<file path="config.mk">
export PLATFORM = sky130hd
export DESIGN_NAME = msb_first_bit_field_reader
export DESIGN_NICKNAME = d
export VERILOG_FILES = /design/src/hw/rtl/mbfr_pkg.sv /design/src/hw/rtl/mbfr_front.sv /design/src/hw/rtl/mbfr_back.sv /design/src/hw/rtl/msb_first_bit_field_reader.sv
export SDC_FILE = /design/constraint.sdc
export NUM_CORES = 1
export LEC_CHECK = 0
export ABC_CLOCK_PERIOD_IN_PS = 5100
export BUFFER_PORTS_ARGS = -buffer_cell sky130_fd_sc_hd__buf_2
export CAP_MARGIN = 5
export CORE_MARGIN = 2
export CORE_UTILIZATION = 45
export CTS_CLUSTER_DIAMETER = 30
export DETAILED_ROUTE_END_ITERATION = 7
export PLACE_DENSITY_LB_ADDON = 0.05
export SETUP_SLACK_MARGIN = 0.1
export SLEW_MARGIN = 20
export SYNTH_ARGS = -nofsm -noshare
export SYNTH_HDL_FRONTEND = slang
export SYNTH_SLANG_ARGS = --single-unit
</file>
<file path="constraint.sdc">
create_clock -name clk -period 5.1 [get_ports clk]
set_clock_uncertainty 0.1 [all_clocks]
set_input_delay 0.765 -clock clk [delete_from_list [all_inputs] [get_ports clk]]
set_output_delay 0.765 -clock clk [all_outputs]
set_load 0.02 [all_outputs]
</file>
<file path="src/hw/rtl/mbfr_pkg.sv">
`timescale 1ns / 1ps
// ----------------------------------------------------------------------------
// mbfr_pkg
// Shared types and constants of the msb-first bit field reader.
// ----------------------------------------------------------------------------
package mbfr_pkg;

	// fixed field widths of the item ports
	localparam int CMD_W    = 1;
	localparam int BYTE_W   = 8;
	localparam int LEN_W    = 7;
	localparam int VALUE_W  = 64;
	localparam int ADV_W    = 4;
	localparam int STATUS_W = 2;

	// longest field a read may ask for
	localparam int MAX_FIELD_BITS = 64;

	// command codes on the input port
	localparam logic [CMD_W-1:0] CMD_PUSH = 1'b0;
	localparam logic [CMD_W-1:0] CMD_READ = 1'b1;

	// operation after classification in the front part
	typedef enum logic [1:0] {
		OP_PUSH = 2'd0,
		OP_READ = 2'd1,
		OP_SKIP = 2'd2,
		OP_BAD  = 2'd3
	} op_t;

	// result status codes
	typedef enum logic [STATUS_W-1:0] {
		ST_OK    = 2'd0,
		ST_SHORT = 2'd1,
		ST_FULL  = 2'd2
	} status_t;

	// one classified item in the queue
	typedef struct packed {
		op_t               op;
		logic [BYTE_W-1:0] data_byte;
		logic [LEN_W-1:0]  field_len;
	} entry_t;

endpackage

</file>
<file path="src/hw/rtl/mbfr_front.sv">
`timescale 1ns / 1ps
// ----------------------------------------------------------------------------
// mbfr_front
// Accepts items, classifies the command and length, and holds them in a
// two-entry queue for the back part.
// ----------------------------------------------------------------------------
module mbfr_front (
	input  logic                          clk,
	input  logic                          arst_n,
	input  logic                          in_valid,
	output logic                          in_ready,
	input  logic [mbfr_pkg::CMD_W-1:0]    command,
	input  logic [mbfr_pkg::BYTE_W-1:0]   data_byte,
	input  logic [mbfr_pkg::LEN_W-1:0]    field_len,
	output logic                          q_valid,
	input  logic                          q_pop,
	output mbfr_pkg::entry_t              q_entry
);
	import mbfr_pkg::*;

	entry_t     ent_q [2];
	logic       wr_ptr_q;
	logic       rd_ptr_q;
	logic [1:0] count_q;
	entry_t     new_entry;
	logic       push;
	logic       pop;

	// classify the incoming item
	always_comb begin
		new_entry.data_byte = data_byte;
		new_entry.field_len = field_len;
		case (command)
			CMD_PUSH: new_entry.op = OP_PUSH;
			CMD_READ: begin
				if (field_len == '0) begin
					new_entry.op = OP_SKIP;
				end else if (field_len > LEN_W'(MAX_FIELD_BITS)) begin
					new_entry.op = OP_BAD;
				end else begin
					new_entry.op = OP_READ;
				end
			end
			default: new_entry.op = OP_SKIP;
		endcase
	end

	assign in_ready = (count_q != 2'd2);
	assign push     = in_valid && in_ready;
	assign q_valid  = (count_q != 2'd0);
	assign pop      = q_pop && q_valid;
	assign q_entry  = ent_q[rd_ptr_q];

	// queue storage
	always_ff @(posedge clk) begin
		if (push) begin
			ent_q[wr_ptr_q] <= new_entry;
		end
	end

	// queue pointers and count
	always_ff @(posedge clk or negedge arst_n) begin
		if (!arst_n) begin
			wr_ptr_q <= 1'b0;
			rd_ptr_q <= 1'b0;
			count_q  <= 2'd0;
		end else begin
			if (push) begin
				wr_ptr_q <= ~wr_ptr_q;
			end
			if (pop) begin
				rd_ptr_q <= ~rd_ptr_q;
			end
			case ({push, pop})
				2'b10:   count_q <= count_q + 2'd1;
				2'b01:   count_q <= count_q - 2'd1;
				default: count_q <= count_q;
			endcase
		end
	end

endmodule

</file>
<file path="src/hw/rtl/mbfr_back.sv">
`timescale 1ns / 1ps
// ----------------------------------------------------------------------------
// mbfr_back
// Bit buffer with append and barrel-shift extraction; one queued item per
// cycle unless the output stalls; result held in an output register.
// ----------------------------------------------------------------------------
module mbfr_back #(
	parameter int BUFFER_BITS = 128
) (
	input  logic                           clk,
	input  logic                           arst_n,
	input  logic                           q_valid,
	output logic                           q_pop,
	input  mbfr_pkg::entry_t               q_entry,
	output logic                           out_valid,
	input  logic                           out_ready,
	output logic [mbfr_pkg::VALUE_W-1:0]   field_value,
	output logic [mbfr_pkg::ADV_W-1:0]     bytes_advanced,
	output logic [mbfr_pkg::STATUS_W-1:0]  status
);
	import mbfr_pkg::*;

	localparam int FILL_W = $clog2(BUFFER_BITS + 1);
	localparam logic [FILL_W-1:0] PUSH_LIMIT = FILL_W'(BUFFER_BITS - BYTE_W);

	logic [BUFFER_BITS-1:0] buf_q;
	logic [FILL_W-1:0]      fill_q;
	logic [2:0]             phase_q;

	logic                   out_valid_q;
	logic [VALUE_W-1:0]     value_q;
	logic [ADV_W-1:0]       adv_q;
	status_t                status_q;

	logic                   take;
	logic [BUFFER_BITS-1:0] byte_placed;
	logic [VALUE_W-1:0]     head;
	logic [LEN_W-1:0]       rshift;
	logic [LEN_W-1:0]       phase_sum;
	logic [ADV_W-1:0]       adv_ceil;
	logic                   is_full;
	logic                   is_short;

	logic [BUFFER_BITS-1:0] buf_d;
	logic [FILL_W-1:0]      fill_d;
	logic [2:0]             phase_d;
	logic [VALUE_W-1:0]     value_d;
	logic [ADV_W-1:0]       adv_d;
	status_t                status_d;

	assign take  = !out_valid_q || out_ready;
	assign q_pop = q_valid && take;

	// datapath: append position, head window, byte advance
	assign byte_placed = {q_entry.data_byte, (BUFFER_BITS - BYTE_W)'(0)} >> fill_q;
	assign head        = buf_q[BUFFER_BITS-1 -: VALUE_W];
	assign rshift      = LEN_W'(VALUE_W) - q_entry.field_len;
	assign phase_sum   = LEN_W'(phase_q) + q_entry.field_len + LEN_W'(7);
	assign adv_ceil    = ADV_W'(phase_sum >> 3);
	assign is_full     = fill_q > PUSH_LIMIT;
	assign is_short    = fill_q < FILL_W'(q_entry.field_len);

	// execute one item
	always_comb begin
		buf_d    = buf_q;
		fill_d   = fill_q;
		phase_d  = phase_q;
		value_d  = '0;
		adv_d    = '0;
		status_d = ST_OK;
		case (q_entry.op)
			OP_PUSH: begin
				if (is_full) begin
					status_d = ST_FULL;
				end else begin
					buf_d  = buf_q | byte_placed;
					fill_d = fill_q + FILL_W'(BYTE_W);
				end
			end
			OP_READ: begin
				if (is_short) begin
					status_d = ST_SHORT;
				end else begin
					value_d = head >> rshift;
					adv_d   = adv_ceil - ADV_W'(phase_q != 3'd0);
					buf_d   = buf_q << q_entry.field_len;
					fill_d  = fill_q - FILL_W'(q_entry.field_len);
					phase_d = phase_q + q_entry.field_len[2:0];
				end
			end
			OP_BAD:  status_d = ST_SHORT;
			default: status_d = ST_OK;
		endcase
	end

	// bit buffer state
	always_ff @(posedge clk or negedge arst_n) begin
		if (!arst_n) begin
			buf_q   <= '0;
			fill_q  <= '0;
			phase_q <= 3'd0;
		end else if (q_pop) begin
			buf_q   <= buf_d;
			fill_q  <= fill_d;
			phase_q <= phase_d;
		end
	end

	// output register valid
	always_ff @(posedge clk or negedge arst_n) begin
		if (!arst_n) begin
			out_valid_q <= 1'b0;
		end else if (take) begin
			out_valid_q <= q_valid;
		end
	end

	// output register payload
	always_ff @(posedge clk) begin
		if (q_pop) begin
			value_q  <= value_d;
			adv_q    <= adv_d;
			status_q <= status_d;
		end
	end

	assign out_valid      = out_valid_q;
	assign field_value    = value_q;
	assign bytes_advanced = adv_q;
	assign status         = status_q;

endmodule

</file>
<file path="src/hw/rtl/msb_first_bit_field_reader.sv">
`timescale 1ns / 1ps
// ----------------------------------------------------------------------------
// msb_first_bit_field_reader
// MSB-first bitstream reader: push bytes into a bit buffer, read 1..64 bit
// fields with the number of source bytes newly entered.
// ----------------------------------------------------------------------------
// Each item gives exactly one result. Items are taken one per clock cycle
// as long as results are taken; a result appears once its item has been
// accepted into the front queue and reached its head, where the execute
// stage works on it and writes the output register. The throughput is set
// by the execute stage, which appends a byte or extracts a field with
// barrel shifts over the BUFFER_BITS-wide buffer. The two-entry front
// queue lets the input side run on while the output side stalls.
// ----------------------------------------------------------------------------
module msb_first_bit_field_reader #(
	parameter int BUFFER_BITS = 128
) (
	input  logic                           clk,
	input  logic                           arst_n,
	input  logic                           in_valid,
	output logic                           in_ready,
	input  logic [mbfr_pkg::CMD_W-1:0]     command,
	input  logic [mbfr_pkg::BYTE_W-1:0]    data_byte,
	input  logic [mbfr_pkg::LEN_W-1:0]     field_len,
	output logic                           out_valid,
	input  logic                           out_ready,
	output logic [mbfr_pkg::VALUE_W-1:0]   field_value,
	output logic [mbfr_pkg::ADV_W-1:0]     bytes_advanced,
	output logic [mbfr_pkg::STATUS_W-1:0]  status
);
	import mbfr_pkg::*;

	logic   q_valid;
	logic   q_pop;
	entry_t q_entry;

	// accept and classify items
	mbfr_front u_front (
		.clk       (clk),
		.arst_n    (arst_n),
		.in_valid  (in_valid),
		.in_ready  (in_ready),
		.command   (command),
		.data_byte (data_byte),
		.field_len (field_len),
		.q_valid   (q_valid),
		.q_pop     (q_pop),
		.q_entry   (q_entry)
	);

	// execute on the bit buffer
	mbfr_back #(
		.BUFFER_BITS (BUFFER_BITS)
	) u_back (
		.clk            (clk),
		.arst_n         (arst_n),
		.q_valid        (q_valid),
		.q_pop          (q_pop),
		.q_entry        (q_entry),
		.out_valid      (out_valid),
		.out_ready      (out_ready),
		.field_value    (field_value),
		.bytes_advanced (bytes_advanced),
		.status         (status)
	);

endmodule

</file>
# == After elaboration in Yosys (flattened, before gate mapping) ==
# Memories as Yosys holds them, arrays and structs flattened.
# Index checks and enable logic that the tools add are counted.
# W data, S select, Z words.
# word_totals
n_memories,1
out_inout_bits,72
latchBits,0
elab_cells,68
in_bits,20
rom_bits,0
reg_bits,214
mem_bits_rw,34
# op_classes
shifts,3
reduce_logical,14
n_addsub,9
mux,15
eq_ne,7
n_bitwise,6
magnitude_cmp,3
n_div,0
n_mul,0
# mem_list
name,depth,word_bits,rd,rd_clocked_by_memory_dff,wr,line,source
u_front.ent_q,2,17,1,0,1,mbfr_front.sv:21,entry_t ent_q [2];
# ops
cell,count
$mux W128,2
$pmux W128 S2,1
$or A128 B128 Y128,1
$shl A128 B7 Y128,1
$shr A128 B8 Y128,1
$shr A64 B7 Y64,1
$mux W8,2
$pmux W8 S2,1
$add A8 B4 Y8 const B,1
$gt A8 B7 Y1 const B,1
$lt A8 B7 Y1,1
$pmux W2 S2,2
$sub A8 B7 Y8,1
$add A3 B7 Y7,1
$add A7 B3 Y7 const B,1
$gt A7 B7 Y1 const B,1
$logic_not A7 Y1,1
$sub A7 B7 Y7 const A,1
$mux W2,3
$ne A2 B2 Y1 const B,3
$pmux W2 S3,1
$reduce_bool A2 Y1,3
$not A1 Y1,5
$eq A2 B1 Y1 const B,2
other kinds (14),19

# == Longest topological paths before layout ==
# logic_depth
ltp_word,6
depth_mapped,19
ltp_nobuf,12

# == Hierarchy ==
# From an unflattened synthesis, not the netlist that was laid out.
# hier_totals
cells_unflattened,2547
hier_area_um2,24015.5
# by_module_without_submodules
mod,n_inst,area_per_inst_um2,cells_each,seq_area_each_um2
mbfr_back,1,22561.6,2472,5605.4
mbfr_front,1,1453.9,75,1121.1

# == Least setup slack after synthesis ==
# Ideal clock, no wire load.
# synth_path
kind,register -> register
start,register u_front.rd_ptr_q
end,register u_back.buf_q[106]
path_slack_ps,416
arrival_ps,4462
path_stages_with_launch,17
cell_sequence,dfrtp_1 -> buf_6 -> buf_2 -> mux2_2 -> inv_1 -> clkbuf_1 -> clkbuf_1 -> buf_1 -> ha_1 -> a21oi_1 -> nor2b_1 -> o41ai_1 -> nor2_1 -> nor2_1 -> clkbuf_1 -> nor2_1 -> o221a_2
# synth_via
elab_chain_len,5
word_cells_on_any_way,14
classes_between,order compare (1); eq/ne (3); shift (2); mux (3); bitwise (1); reduce/logical (3); memory (1)
# synth_lines
item,line,source
from (decl),mbfr_front.sv:23,logic rd_ptr_q;
from (signal assigned),mbfr_front.sv:72,rd_ptr_q <= ~rd_ptr_q;
$mem_v2 Z2 W17 (*),n/a,
$shr A128 B8 Y128,mbfr_back.sv:55,"assign byte_placed = {q_entry.data_byte, (BUFFER_BITS - BYTE_W)'(0)} >> fill_q;"
$or A128 B128 Y128,mbfr_back.sv:76,buf_d = buf_q | byte_placed;
$mux W128,mbfr_back.sv:73,if (is_full) begin
$pmux W128 S2,mbfr_back.sv:71,case (q_entry.op)
to (signal assigned),mbfr_back.sv:103,buf_q <= buf_d;
to (decl),mbfr_back.sv:26,logic [BUFFER_BITS-1:0] buf_q;
# Mark *: on every way between the ends. The rest lies on a longest branch, timed or not. The select of a mux whose other input is x is not followed.
# A chain may end at the register's enable or synchronous reset.

# == Worst setup path after layout ==
# layout_path
start,register u_front.rd_ptr_q
end,register u_back.buf_q[120]
# The elaborated chain is that of the path after synthesis.

==> results.toml <==
[status]
run_status = "finished, final reports clean"

[clock_tree]
clkLatencyLatePin_ns = 0.62
cts_tree = "built"
cts_setup_buffers = 0
htreeDepth = 3
clk_pin_slew_ns = 0.04
cts_max_path_buffers = 3
cts.sinks = 248
hold_buffers = 0
cts_resized = 0
cts-root-buf = "clkbuf_16"
cts_inserted_buffers = 73

[drt]
drt-initial-drc-count = 4159
firstDrtPassIters = 8
drtAntennaViolNets = 0
via_per_inst = 7.42
wirelength_um = 128000
route.vias.total = 26200
routedWlPerCell_um = 36.2
drc = 0

[logic_synthesis]
synth_nets = 2756
synth-edff-count = 104
synth_flop_cell = "dfrtp_1"
syn-cell-area_mm2 = 0.0249
yosysMostFrequentCell = "mux2i_1"
yosys.area.top_type_share_pct = 15.8
synthArstFlopShare_pct = 58.1
synth_area_leaders = "mux2i_1 16%, dfrtp_1 14%, mux4_2 14%"
synth_cells = 2715
synth_common_cells = "392 x mux2i_1, 299 x nand2_1, 268 x a21oi_1, 215 x nor2_1, 173 x o21ai_0"
synth_seq_cells = 248
ys_types = 92
synth_top_area_cell = "mux2i_1"
yosysWarnings = 0
yosysSeqAreaShare_pct = 27.0
avgSynthCellArea_um2 = 9.16

[place]
port_buffers = 91
hpwl_um = 92500
gp_congestion = 1.06

[sta]
finalHoldViolations = 0
grt_setup_unrepaired = "no"
maxSlewHeadroom_pct = 14.7
fin_crit_sh_pct = 88.9
maxSlewViolCount = 0
setup_tns_ns = 0
max_freq_mhz = 221
worst_slew_pin_slew_ns = 1.28
setup_violations = 0
post-route-min-period_ns = 4.53

[critical_path]
timing.rr.end = "u_back.buf_q[120]"
critPathKind = "flip-flop to flip-flop"
cp-start-kind = "flip-flop"
r2r_setup_slack_ns = 0.57
reg2reg_from = "u_front.rd_ptr_q"
critPathCaptureType = "flip-flop"
crit_required_ns = 5.51
worst-path-max-fanout = 28
arrival_ns = 4.94
reg2regPathDepth = 13

[finish]
multi_input_area_mm2 = 0.0170
nets = 2799
layout.area.seq_mm2 = 0.00673
fillCellCount = 5103
drive_gt1_share_pct = 20.7
area_growth_pct = 16.4

[grt]
grt_usage_pct = 44.4
grt_pass1_wl_um = 182000
grt_pass1_vias = 24800
overflow = 0
antenna_found_initial = 8
grt_max_degree = 101

[run]
drv_cap = 0

[floorplan]
fp.dieH_um = 239
fp.dieW_um = 239
dieArea_mm2 = 0.0572
rows = 86
io_pins = 92
start_util_pct = 45.3
core_mm2 = 0.0549

[worst_hold_path]
hp-class = "input port to asynchronous set/reset pin"
[logic make-up after synthesis]
group | after synthesis | synth area share [%]
DFF | 248 | 27.0
buffers and inverters | 268 | 5.05
xor gates and xnor gates | 23 | 0.810
AOI/OAI and AO/OA | 804 | 20.5
adders and majority gates | 21 | 1.12
muxes | 587 | 32.1
and+or+nand+nor | 764 | 13.4
[critical path, cell delays in order, from the launching register on]
cell and delay, ns:
dfrtp_1 0.47, mux2i_4 0.39, inv_8 0.15, ha_1 0.24, fa_1 0.43, nand3b_1 0.20
a21oi_1 0.27, or4_1 0.20, nand3_2 0.43, o21ai_4 0.48, buf_4 0.49, a21oi_1 0.12
a31o_2 0.24, a221oi_2 0.18
[registers in the layout, summed over array words and instances (netlist names)]
register and flops:
u_back.fill_q 8, u_front.count_q 2, u_back.phase_q 3, u_back.bytes_advanced 4, u_back.buf_q 128, u_front.wr_ptr_q 1, u_front.rd_ptr_q 1, u_back.status 2
u_back.out_valid 1, u_front.ent_q 34, u_back.field_value 64
[how the worst max path moves through the flow]
stage                startpoint                 to  slack, ns  cells after the start
2_1_floorplan  u_front.rd_ptr_q  u_back.buf_q[106]       0.42                     16
3_3_place_gp   u_front.rd_ptr_q  u_back.buf_q[102]       0.69                     12
3_5_place_dp   u_front.rd_ptr_q   u_back.buf_q[62]       0.70                     12
4_1_cts        u_front.rd_ptr_q  u_back.buf_q[120]       0.68                     13
5_1_grt        u_front.rd_ptr_q  u_back.buf_q[120]       0.41                     13
6_report       u_front.rd_ptr_q  u_back.buf_q[120]       0.57                     13
[placed cells by master, fill, tap and decap left out, drive strengths merged, types with 47 or more instances in the layout]
master,netlist,routed
mux2i,394,394
nand2,299,299
a21oi,269,269
nor2,216,216
buf,110,213
o21ai,180,180
mux4,161,161
dfrtp,144,144
edfxtp,104,104
clkbuf,135,93
nand3,89,89
nor3,47,47
[layout make-up]
cell class,instances,area share (%)
diodes,16,0.138
clock buffers,93,6.92
clock inverters,40,2.25
inverters,23,0.342
multi-input cells,2199,58.9
flip-flops and latches,248,23.2
well taps,704,3.04
repair buffers,213,5.19
[per-stage QoR]
stage / util, % / setup slack (ns) / instances / cell area (um^2) / hold WS (ns)
6_report: 52.7 / 0.567 / 3536 / 28900 / 0.0107
5_1_grt: 52.7 / 0.411 / 3521 / 28900 / 0.0360
3_3_place_gp: 47.8 / 0.688 / 3387 / 26200 / 0.368
2_1_floorplan: - / 0.416 / 2715 / 24900 / 0.350
4_1_cts: 52.6 / 0.683 / 3520 / 28900 / 0.00981
3_5_place_dp: 47.8 / 0.702 / 3387 / 26200 / 0.383
[per-layer routing]
layer  track usage [%]  wire, um
met4              26.1      8500
met2              63.1     53600
met5              2.42       199
met3              16.0     16400
met1              57.5     49300
Power is left out: the tool's default activity adds up to more than one toggle a clock period on the data nets, which glitch-free logic cannot reach.
